--- src/design/hdvp_pkg.sv ---
// shared types and constants for the heater duty and valve pulse controller
`timescale 1ns / 1ps
`default_nettype none
package hdvp_pkg;

  typedef enum logic [1:0] {
    OP_TICK        = 2'd0,
    OP_MEASURE     = 2'd1,
    OP_VALVE_OPEN  = 2'd2,
    OP_VALVE_CLOSE = 2'd3
  } op_t;

  typedef enum logic [1:0] {
    REG_DUTY_LOW  = 2'd0,
    REG_DUTY_HIGH = 2'd1,
    REG_ZONE      = 2'd2,
    REG_CRITICAL  = 2'd3
  } reg_idx_t;

  localparam logic [7:0] MIN_VALID_READING = 8'h10;
  localparam logic [7:0] STALE_LIMIT       = 8'd100;
  localparam logic [7:0] STALE_MAX         = 8'd254;
  localparam logic [7:0] DUTY_ALWAYS       = 8'd255;
  localparam logic [7:0] READING_RESET     = 8'd255;

  typedef struct packed {
    logic       heater_drive;
    logic       valve_open_drive;
    logic       valve_close_drive;
    logic [7:0] temperature_reading;
    logic [7:0] stale_count;
    logic [7:0] duty_phase;
  } res_t;

endpackage
`default_nettype wire

--- src/design/hdvp_obuf.sv ---
// two-entry result buffer: output register plus skid register
`timescale 1ns / 1ps
`default_nettype none
module hdvp_obuf
  import hdvp_pkg::*;
(
  input  wire  clk,
  input  wire  rst_n,
  input  wire  push,
  input  res_t push_data,
  output logic full,
  output logic out_valid,
  input  wire  out_stall,
  output res_t out_data
);

  logic out_valid_r, out_valid_nxt;
  logic skid_valid_r, skid_valid_nxt;
  res_t out_data_r, out_data_nxt;
  res_t skid_data_r, skid_data_nxt;
  logic out_free;

  assign out_free = !out_valid_r || !out_stall;

  always_comb begin
    out_valid_nxt  = out_valid_r;
    out_data_nxt   = out_data_r;
    skid_valid_nxt = skid_valid_r;
    skid_data_nxt  = skid_data_r;
    if (out_free) begin
      if (skid_valid_r) begin
        out_valid_nxt  = 1'b1;
        out_data_nxt   = skid_data_r;
        skid_valid_nxt = 1'b0;
      end else begin
        out_valid_nxt = push;
        out_data_nxt  = push_data;
      end
    end else if (push) begin
      // output held by the receiver, park the new item
      skid_valid_nxt = 1'b1;
      skid_data_nxt  = push_data;
    end
  end

  always_ff @(posedge clk) begin
    if (!rst_n) begin
      out_valid_r  <= 1'b0;
      skid_valid_r <= 1'b0;
    end else begin
      out_valid_r  <= out_valid_nxt;
      skid_valid_r <= skid_valid_nxt;
    end
    out_data_r  <= out_data_nxt;
    skid_data_r <= skid_data_nxt;
  end

  assign full      = skid_valid_r;
  assign out_valid = out_valid_r;
  assign out_data  = out_data_r;

endmodule
`default_nettype wire

--- src/design/heater_duty_and_valve_pulse_ctrl.sv ---
// top level: heater duty decision, measurement store and valve pulse timer
//
// input channel (in_valid / in_stall) carries one item per handshake: a tick,
// a temperature measurement, a valve open or a valve close command.
// every accepted item yields exactly one result item on the out_ channel,
// showing heater and coil drives, the stored reading, the stale count and
// the phase counter as they stand after that item.
// the result is registered in the output register, or in the skid register
// while the receiver stalls. throughput: one item per cycle while in_stall
// is low; the state update and result forming are one pass of compares and counters.
// the result channel has an output register and a skid register; in_stall
// rises only when both hold items, i.e. the receiver has stalled for two
// items, and drops the cycle after the receiver takes one.
// configuration: cfg_valid / cfg_ready with cfg_index and cfg_data, always
// ready; write only while no item is in flight.
// reset (rst_n low, synchronous): registers to 0, stored reading to 255,
// valve timer reloaded, coils and heater off, both result entries emptied.
`timescale 1ns / 1ps
`default_nettype none
module heater_duty_and_valve_pulse_ctrl
  import hdvp_pkg::*;
#(
  parameter int COARSE_PULSES = 100,
  parameter int FINE_PULSES   = 20
) (
  input  wire        clk,
  input  wire        rst_n,
  input  wire        in_valid,
  output logic       in_stall,
  input  wire  [1:0] in_op,
  input  wire  [7:0] in_reading,
  input  wire        in_reading_overflow,
  input  wire        in_reading_disturbed,
  output logic       out_valid,
  input  wire        out_stall,
  output logic       out_heater_drive,
  output logic       out_valve_open_drive,
  output logic       out_valve_close_drive,
  output logic [7:0] out_temperature_reading,
  output logic [7:0] out_stale_count,
  output logic [7:0] out_duty_phase,
  input  wire        cfg_valid,
  output logic       cfg_ready,
  input  wire  [1:0] cfg_index,
  input  wire  [7:0] cfg_data
);

  localparam int CW = $clog2(COARSE_PULSES + 1);
  localparam int FW = $clog2(FINE_PULSES + 1);
  localparam logic [CW-1:0] COARSE_RELOAD = CW'(COARSE_PULSES);
  localparam logic [FW-1:0] FINE_RELOAD   = FW'(FINE_PULSES);

  logic [7:0] duty_low_r, duty_high_r, zone_r, critical_r;

  logic [7:0]    reading_r, reading_nxt;
  logic [7:0]    stale_r, stale_nxt;
  logic [7:0]    phase_r, phase_nxt;
  logic          heater_r, heater_nxt;
  logic          open_r, open_nxt;
  logic          close_r, close_nxt;
  logic          pulse_r, pulse_nxt;
  logic [CW-1:0] coarse_r, coarse_nxt;
  logic [FW-1:0] fine_r, fine_nxt;

  logic       in_acc;
  logic       buf_full;
  logic       heater_dec;
  logic [7:0] duty_sel;
  op_t        op;
  res_t       res, out_res;

  assign cfg_ready = 1'b1;
  assign in_stall  = buf_full;
  assign in_acc    = in_valid && !buf_full;
  assign op        = op_t'(in_op);

  always_ff @(posedge clk) begin
    if (!rst_n) begin
      duty_low_r  <= '0;
      duty_high_r <= '0;
      zone_r      <= '0;
      critical_r  <= '0;
    end else if (cfg_valid) begin
      unique case (reg_idx_t'(cfg_index))
        REG_DUTY_LOW:  duty_low_r  <= cfg_data;
        REG_DUTY_HIGH: duty_high_r <= cfg_data;
        REG_ZONE:      zone_r      <= cfg_data;
        REG_CRITICAL:  critical_r  <= cfg_data;
        default: ;
      endcase
    end
  end

  // heater decision from the stored reading and the phase before increment
  always_comb begin
    duty_sel = (reading_r <= zone_r) ? duty_high_r : duty_low_r;
    if (reading_r < MIN_VALID_READING || stale_r > STALE_LIMIT) begin
      heater_dec = 1'b0;
    end else if (reading_r <= critical_r) begin
      heater_dec = 1'b0;
    end else if (duty_sel == DUTY_ALWAYS) begin
      heater_dec = 1'b1;
    end else begin
      heater_dec = phase_r < duty_sel;
    end
  end

  always_comb begin
    reading_nxt = reading_r;
    stale_nxt   = stale_r;
    phase_nxt   = phase_r;
    heater_nxt  = heater_r;
    open_nxt    = open_r;
    close_nxt   = close_r;
    pulse_nxt   = pulse_r;
    coarse_nxt  = coarse_r;
    fine_nxt    = fine_r;
    if (in_acc) begin
      unique case (op)
        OP_TICK: begin
          heater_nxt = heater_dec;
          phase_nxt  = phase_r + 8'd1;
          if (pulse_r) begin
            if (fine_r == '0) begin
              if (coarse_r == '0) begin
                open_nxt  = 1'b0;
                close_nxt = 1'b0;
                pulse_nxt = 1'b0;
              end else begin
                coarse_nxt = coarse_r - CW'(1);
                fine_nxt   = FINE_RELOAD;
              end
            end else begin
              fine_nxt = fine_r - FW'(1);
            end
          end
        end
        OP_MEASURE: begin
          if (in_reading_disturbed) begin
            if (stale_r < STALE_MAX) stale_nxt = stale_r + 8'd1;
          end else begin
            reading_nxt = in_reading_overflow ? READING_RESET : in_reading;
            stale_nxt   = '0;
          end
        end
        OP_VALVE_OPEN, OP_VALVE_CLOSE: begin
          open_nxt   = (op == OP_VALVE_OPEN);
          close_nxt  = (op == OP_VALVE_CLOSE);
          coarse_nxt = COARSE_RELOAD;
          fine_nxt   = FINE_RELOAD;
          pulse_nxt  = 1'b1;
        end
        default: ;
      endcase
    end
  end

  always_ff @(posedge clk) begin
    if (!rst_n) begin
      reading_r <= READING_RESET;
      stale_r   <= '0;
      phase_r   <= '0;
      heater_r  <= 1'b0;
      open_r    <= 1'b0;
      close_r   <= 1'b0;
      pulse_r   <= 1'b0;
      coarse_r  <= COARSE_RELOAD;
      fine_r    <= FINE_RELOAD;
    end else begin
      reading_r <= reading_nxt;
      stale_r   <= stale_nxt;
      phase_r   <= phase_nxt;
      heater_r  <= heater_nxt;
      open_r    <= open_nxt;
      close_r   <= close_nxt;
      pulse_r   <= pulse_nxt;
      coarse_r  <= coarse_nxt;
      fine_r    <= fine_nxt;
    end
  end

  always_comb begin
    res.heater_drive        = heater_nxt;
    res.valve_open_drive    = open_nxt;
    res.valve_close_drive   = close_nxt;
    res.temperature_reading = reading_nxt;
    res.stale_count         = stale_nxt;
    res.duty_phase          = phase_nxt;
  end

  hdvp_obuf u_obuf (
    .clk       (clk),
    .rst_n     (rst_n),
    .push      (in_acc),
    .push_data (res),
    .full      (buf_full),
    .out_valid (out_valid),
    .out_stall (out_stall),
    .out_data  (out_res)
  );

  assign out_heater_drive        = out_res.heater_drive;
  assign out_valve_open_drive    = out_res.valve_open_drive;
  assign out_valve_close_drive   = out_res.valve_close_drive;
  assign out_temperature_reading = out_res.temperature_reading;
  assign out_stale_count         = out_res.stale_count;
  assign out_duty_phase          = out_res.duty_phase;

endmodule
`default_nettype wire

--- config.mk ---
export PLATFORM = sky130hd
export DESIGN_NAME = heater_duty_and_valve_pulse_ctrl
export DESIGN_NICKNAME = d
export VERILOG_FILES = /design/src/design/hdvp_pkg.sv /design/src/design/hdvp_obuf.sv /design/src/design/heater_duty_and_valve_pulse_ctrl.sv
export SDC_FILE = /design/constraint.sdc
export NUM_CORES = 1
export LEC_CHECK = 0
export ABC_AREA = 1
export BUFFER_PORTS_ARGS = -buffer_cell sky130_fd_sc_hd__clkbuf_2
export CAP_MARGIN = 25
export CORE_ASPECT_RATIO = 0.6
export CORE_UTILIZATION = 60
export CTS_CLUSTER_SIZE = 40
export DETAILED_ROUTE_END_ITERATION = 7
export PLACE_DENSITY = 0.9
export SYNTH_ARGS = -nofsm -noshare
export SYNTH_HDL_FRONTEND = slang
export SYNTH_SLANG_ARGS = --single-unit
export TNS_END_PERCENT = 50
--- constraint.sdc ---
create_clock -name clk -period 6.9 [get_ports clk]
set_clock_uncertainty 0.15 [all_clocks]
set_input_delay 0.69 -clock clk [delete_from_list [all_inputs] [get_ports clk]]
set_output_delay 0.69 -clock clk [all_outputs]
set_load 0.01 [all_outputs]
# Yosys cells after proc, flatten, opt, wreduce, memory -nomap -nowiden
# Cells that the tools add are included.
word_totals:
  regBits: 128
  latchBits: 0
  ram_bits: 0
  rom_bits: 0
  input_bits: 27
  elab_cells: 111
  mem_count: 0
op_classes:
  addsub: 4
  mul: 0
  div: 0
  magnitude_cmp: 6
  eq_ne: 11
  shifts: 0
  n_mux: 40
  bitwise_logic: 2
  n_reduce_logical: 21
ops:
  columns: ["op", "count"]
  rows:
  - ["2-to-1 mux 8 bit", 11]
  - ["2-to-1 mux 27 bit", 1]
  - ["2-to-1 mux 7 bit", 3]
  - ["2-to-1 mux 1 bit", 17]
  - ["adder 8 x 1 -> 8 bit (second input constant)", 2]
  - ["<= comparator 8 bit", 2]
  - ["2-to-1 mux 5 bit", 3]
  - ["case mux 7 bit (2 select lines)", 1]
  - ["AND reduction 2 bit", 6]
  - ["case mux 5 bit (2 select lines)", 1]
  - ["== test 2 bit (second input constant)", 4]
  - ["== test 8 bit (second input constant)", 1]
  - ["> comparator 8 x 7 -> 1 bit (second input constant)", 1]
  - ["< comparator 8 x 5 -> 1 bit (second input constant)", 1]
  - ["< comparator 8 bit", 1]
  - ["< comparator 8 bit (second input constant)", 1]
  - ["logical NOT 7 bit", 1]
  - ["subtractor 7 x 1 -> 7 bit (second input constant)", 1]
  - ["inequality test 2 bit (second input constant)", 3]
  - ["case mux 1 bit (2 select lines)", 3]
  - ["logical NOT 5 bit", 1]
  - ["AND reduction 5 bit", 1]
  - ["subtractor 5 x 1 -> 5 bit (second input constant)", 1]
  - ["== test 2 x 1 -> 1 bit (second input constant)", 2]
  - ["other kinds (9)", 15]

# Logic depth before layout (Yosys ltp)
depth:
  depth_word: 9
  mapped_depth: 26
  ltp_nobuf: 25

# By module
# A second synthesis with hierarchy kept.
hier_totals:
  cells_unflattened: 685
  area_unflattened_um2: 5947.0
modules_own_cells:
  columns: ["mod", "instances", "cells_per_inst", "area_per_inst_um2", "seq_area_each_um2"]
  rows:
  - ["heater_duty_and_valve_pulse_ctrl", 1, 534, 3817.4, 1441.4]
  - ["hdvp_obuf", 1, 151, 2129.5, 1661.6]

# Least setup slack after synthesis
# Ideal clock, no wire load.
synth_path:
  path_kind: "input to register"
  startpoint: "input out_stall"
  endpoint: "register u_obuf.skid_data_r[0] in the netlist's numbering (enable)"
  arrival_ps: 2572
  setup_slack_ps: 3767
  stages: 2
  n_path_buf: 0
  cell_sequence: "nand2_1 > nor2_1"
synth_via:
  elab_chain_len: 4
synth_lines:
  columns: ["element", "line", "source"]
  rows:
  - ["start: declaration", "heater_duty_and_valve_pulse_ctrl.sv:35", "input wire out_stall,"]
  - ["logical NOT 1 bit", "hdvp_obuf.sv:23", "assign out_free = !out_valid_r || !out_stall;"]
  - ["logical OR 1 bit", "hdvp_obuf.sv:23", null]
  - ["inverter 1 bit (no source line)", null, null]
  - ["AND reduction 2 bit (no source line)", null, null]
  - ["end signal: assignment", "hdvp_obuf.sv:55", "skid_data_r <= skid_data_nxt;"]
  - ["end: declaration", "hdvp_obuf.sv:20", "res_t skid_data_r, skid_data_nxt;"]
# Every way passes these cells.
# A chain may end at the register's enable or synchronous reset.

# Final worst setup path
layout_path:
  startpoint: "register reading_r[5]"
  endpoint: "register u_obuf.out_data_r, in the netlist u_obuf.out_data[26] (data pin)"
layout_via:
  elab_chain_len: 9
  word_cells_on_any_way: 13
  cone_classes: "order compare: 4; eq/ne: 1; mux: 7; reduce/logical: 1"
layout_lines:
  columns: ["element", "line", "source"]
  rows:
  - ["start: declaration", "heater_duty_and_valve_pulse_ctrl.sv:55", "logic [7:0] reading_r, reading_nxt;"]
  - ["start signal: assignment", "heater_duty_and_valve_pulse_ctrl.sv:170", "reading_r <= reading_nxt;"]
  - ["<= comparator 8 bit", "heater_duty_and_valve_pulse_ctrl.sv:96", "duty_sel = (reading_r <= zone_r) ? duty_high_r : duty_low_r;"]
  - ["2-to-1 mux 8 bit", "heater_duty_and_valve_pulse_ctrl.sv:96", null]
  - ["< comparator 8 bit or == test 8 bit (tied branches)", "heater_duty_and_valve_pulse_ctrl.sv:104, heater_duty_and_valve_pulse_ctrl.sv:101", null]
  - ["2-to-1 mux 1 bit", "heater_duty_and_valve_pulse_ctrl.sv:101", "end else if (duty_sel == DUTY_ALWAYS) begin"]
  - ["2-to-1 mux 1 bit", "heater_duty_and_valve_pulse_ctrl.sv:99", "end else if (reading_r <= critical_r) begin"]
  - ["2-to-1 mux 1 bit *", "heater_duty_and_valve_pulse_ctrl.sv:97", "if (reading_r < MIN_VALID_READING || stale_r > STALE_LIMIT) begin"]
  - ["2-to-1 mux 1 bit *", "heater_duty_and_valve_pulse_ctrl.sv:119", "unique case (op)"]
  - ["2-to-1 mux 1 bit *", "heater_duty_and_valve_pulse_ctrl.sv:118", "if (in_acc) begin"]
  - ["via heater_nxt", "heater_duty_and_valve_pulse_ctrl.sv:58", "logic heater_r, heater_nxt;"]
  - ["2-to-1 mux 27 bit *", "hdvp_obuf.sv:31", "if (skid_valid_r) begin"]
  - ["end signal: assignment", "hdvp_obuf.sv:54", "out_data_r <= out_data_nxt;"]
  - ["end: declaration", "hdvp_obuf.sv:19", "res_t out_data_r, out_data_nxt;"]
# The timed path passes the listed nets; every way through them passes the cells marked *.

==> results.sh <==
export IMPL_fmax_ghz=0.339
export IMPL_arrival_ns=2.98
export IMPL_design_portCount=57
export IMPL_post_cts_resize_count=0
export IMPL_internal_power_mw=1.45
export IMPL_grt_pass1_wl_um=21400
export IMPL_ys_ff_latch=128
export IMPL_syn_area_sq_mm=0.00583
export IMPL_ys_top_cells_by_area="edfxtp_1, dfxtp_1, inv_1"
export IMPL_dr_wl_met3_um=925
export IMPL_n_antenna_cell=0
export IMPL_cp_end_kind="flip-flop"
export IMPL_grtUsageTotal=0.284
export IMPL_antenna_found_initial=0
export IMPL_tightestPinTransition_ns=0.909
export IMPL_async_flop_share=0
export IMPL_register_area_sq_mm=0.00310
export IMPL_vdd_drop_max_uv=201
export IMPL_yosysTopAreaCellShare=0.278
export IMPL_clock_sinks=128
export IMPL_cts_setup_buffers=0
export IMPL_switching_share=0.228
export IMPL_finalWirelength_um=13000
export IMPL_ys_top_cells_by_count="inv_1, nand2_1, dfxtp_1"
export IMPL_cts_htree_levels=4
export IMPL_drt_iter0_markers=478
export IMPL_multi_input_area_sq_mm=0.00222
export IMPL_vias_per_cell=5.49
export IMPL_start_kind="flip-flop"
export IMPL_synthMostInstantiatedCell="inv_1"
export IMPL_synthCells=658
export IMPL_rows=27
export IMPL_drc=0
export IMPL_die_area_sq_mm=0.0101
export IMPL_place_gp_congestion=0.915
export IMPL_cts_tree="built"
export IMPL_postCtsHoldBufs=0
export IMPL_fp_dieW_um=129
export IMPL_clockRootBuffer="clkbuf_16"
export IMPL_relSlewSlack=0.393
export IMPL_path_cells="ha_1 > a21oi_1 > nor2_1 > nor2_1 > nand2_2 > nand2_2 > o21ai_0 > ha_1 > nand2_1 > inv_1 > nand2_1 > nand2_1 > nand2_1 > nand2_1 > nand2_1 > nand2_2 > nand2_2 > nand2_1 > nand2_1"
export IMPL_initial_core_util=0.627
export IMPL_clkTransAtPathRegs_ns=0.06
export IMPL_ys_warn_count=0
export IMPL_wl_per_cell_um=15.2
export IMPL_synth_area_per_cell_sq_um=8.85
export IMPL_power_frac_seq=0.443
export IMPL_insertion_delay_ns=0.42
export IMPL_dp_final_hpwl_um=8980
export IMPL_clock_power_share=0.483
export IMPL_vias=4712
export IMPL_numPortBuffers=55
export IMPL_post_route_min_period_ns=2.95
export IMPL_drive_gt1_frac=0.165
export IMPL_comb_power_share=0.074
export IMPL_maxCapViolCount=0
export IMPL_rsz0062_at_grt="no"
export IMPL_coreArea_sq_mm=0.00929
export IMPL_final_max_slew_viol_count=0
export IMPL_ant_nets=0
export IMPL_synth_distinct_cells=43
export IMPL_syn_nets=713
export IMPL_hold_violations=0
export IMPL_numCtsBuffers=17
export IMPL_grt_pass1_vias=4536
export IMPL_min_period_over_period=0.427
export IMPL_dr_pass1_iters=5
export IMPL_clockBufferDepth=2
export IMPL_critPathMaxFanout=15
export IMPL_cpPeakStageDelay_ns=0.41
export IMPL_dr_max_layer_used="met4"
export IMPL_wl_met2_um=6020
export IMPL_crit_type="reg2reg"
export IMPL_synth_edf_count=54
export IMPL_grt_overflow=0
export IMPL_synth_top_area_cell="edfxtp_1"
export IMPL_status="finished clean"
export IMPL_crit_top_cell="nand2_1"
export IMPL_nets=770
export IMPL_switchingPower_mw=0.429
export IMPL_slowest_stage="dfxtp_1"
export IMPL_powerDensity_mw_per_mm2=277
export IMPL_cp_required_ns=6.93
export IMPL_syn_to_final_growth_pct=16.5
export IMPL_p_total_mw=1.88
export IMPL_grt_max_degree=56
export IMPL_p_leak_nw=2.77
export IMPL_yosysSeqAreaShare=0.533
export IMPL_synth_main_ff_cell="dfxtp_1"
export IMPL_setup_viol=0
export IMPL_tns_ns=0
export IMPL_worst_hold_path_type="reg2reg"
export IMPL_met1Wirelength_um=5790
export IMPL_die_y_um=78.3
export IMPL_fillers=654
export IMPL_holdWs_ns=0.312
## worst max-delay path: cells and delay by family, from the launching register on
family / cells / cell delay, ns
and+or+nand+nor: 14 / 1.05
adders and majority gates: 2 / 0.65
buffers and inverters: 1 / 0.04
AOI/OAI and AO/OA: 2 / 0.40
DFF: 1 / 0.41
## power by group through the flow
stage	clock network (mW)	logic, mW	registers, mW
CTS	0.913	0.138	0.833
detailed placement	0	0.135	0.848
finish	0.907	0.139	0.833
global route	0.950	0.156	0.835
global placement	0	0.127	0.847
floorplan	0	0.0848	0.851
## flip-flops by register name, summed over array words and instances, names as in the netlist
signal	flops
stale_r	8
duty_high_r	8
u_obuf.skid_data_r	27
pulse_r	1
zone_r	8
coarse_r	7
reading_r	8
close_r	1
heater_r	1
u_obuf.out_data	27
open_r	1
fine_r	5
u_obuf.full	1
critical_r	8
duty_low_r	8
u_obuf.out_valid	1
phase_r	8
## layer usage
metal / GRT usage / vias to the layer above
li1: - / 2284
met1: 0.367 / 2217
met2: 0.446 / 177
met3: 0.0757 / 34
met4: 0.129 / 0
met5: 0 / -
## stage by stage
stage / instances / instance area (sq um) / util / setup slack (ns)
final: 858 / 6790 / 0.731 / 3.95
after detailed placement: 826 / 6190 / 0.666 / 4.06
after global routing: 858 / 6790 / 0.731 / 3.68
after CTS: 858 / 6790 / 0.731 / 3.95
after floorplan: 658 / 5830 / - / 3.77
after global placement: 826 / 6190 / 0.666 / 4.18
## layout by cell type, fill, tap and decap left out, types with 2 or more instances in the layout
| master | Yosys | final |
|---|---|---|
| inv_1 | 99 | 99 |
| nand2_1 | 97 | 97 |
| dfxtp_1 | 74 | 74 |
| o21ai_0 | 73 | 73 |
| nor2_1 | 70 | 69 |
| clkbuf_2 | 0 | 55 |
| edfxtp_1 | 54 | 54 |
| a21oi_1 | 37 | 37 |
| ha_1 | 28 | 28 |
| clkbuf_16 | 0 | 18 |
| nand3_1 | 13 | 13 |
| o21ai_1 | 13 | 13 |
| xor2_1 | 10 | 10 |
| nor3_1 | 9 | 9 |
| nand2_2 | 8 | 8 |
| inv_2 | 7 | 7 |
| clkinv_2 | 0 | 7 |
| o22ai_1 | 5 | 5 |
| nor2_2 | 3 | 4 |
| nand4_1 | 4 | 4 |
| nor3_2 | 3 | 3 |
| nor2_4 | 3 | 3 |
| a31oi_1 | 3 | 3 |
| xnor2_1 | 3 | 3 |
| nand3b_1 | 3 | 3 |
| a211oi_1 | 3 | 3 |
| bufinv_16 | 0 | 3 |
| buf_4 | 1 | 3 |
| nor4_1 | 2 | 2 |
| a22oi_1 | 2 | 2 |
| clkbuf_1 | 14 | 2 |
| clkinvlp_4 | 0 | 2 |
## cell families (layout without fill, tap and decap cells)
logic type      after synthesis  after routing  share of synthesized area
other cells                   1              1                   0.000644
xor+xnor                     13             13                     0.0195
flops                       128            128                      0.533
simple gates                219            219                      0.169
compound gates              142            142                      0.131
fa+ha+maj                    28             28                     0.0601
buf+inv                     127            197                     0.0866
## path summary, 6_finish.rpt
check / start / to / slack, ns / cells past startpoint
min reg2reg: duty_low_r[0] / duty_low_r[0] / 0.31 / 2
max reg2reg: reading_r[5] / u_obuf.out_data[26] / 3.95 / 19
max: reading_r[5] / u_obuf.out_data[26] / 3.95 / 19
min: duty_low_r[0] / duty_low_r[0] / 0.31 / 2
## final cells by class
type,instances,share of cell area
inverters,107,0.0596
clock inverters,12,0.0206
repair buffers,58,0.0439
clock buffers,20,0.0675
well taps,130,0.0240
multi-input cells,403,0.327
flip-flops and latches,128,0.457
No activity file was read; power rests on OpenSTA's default activity.
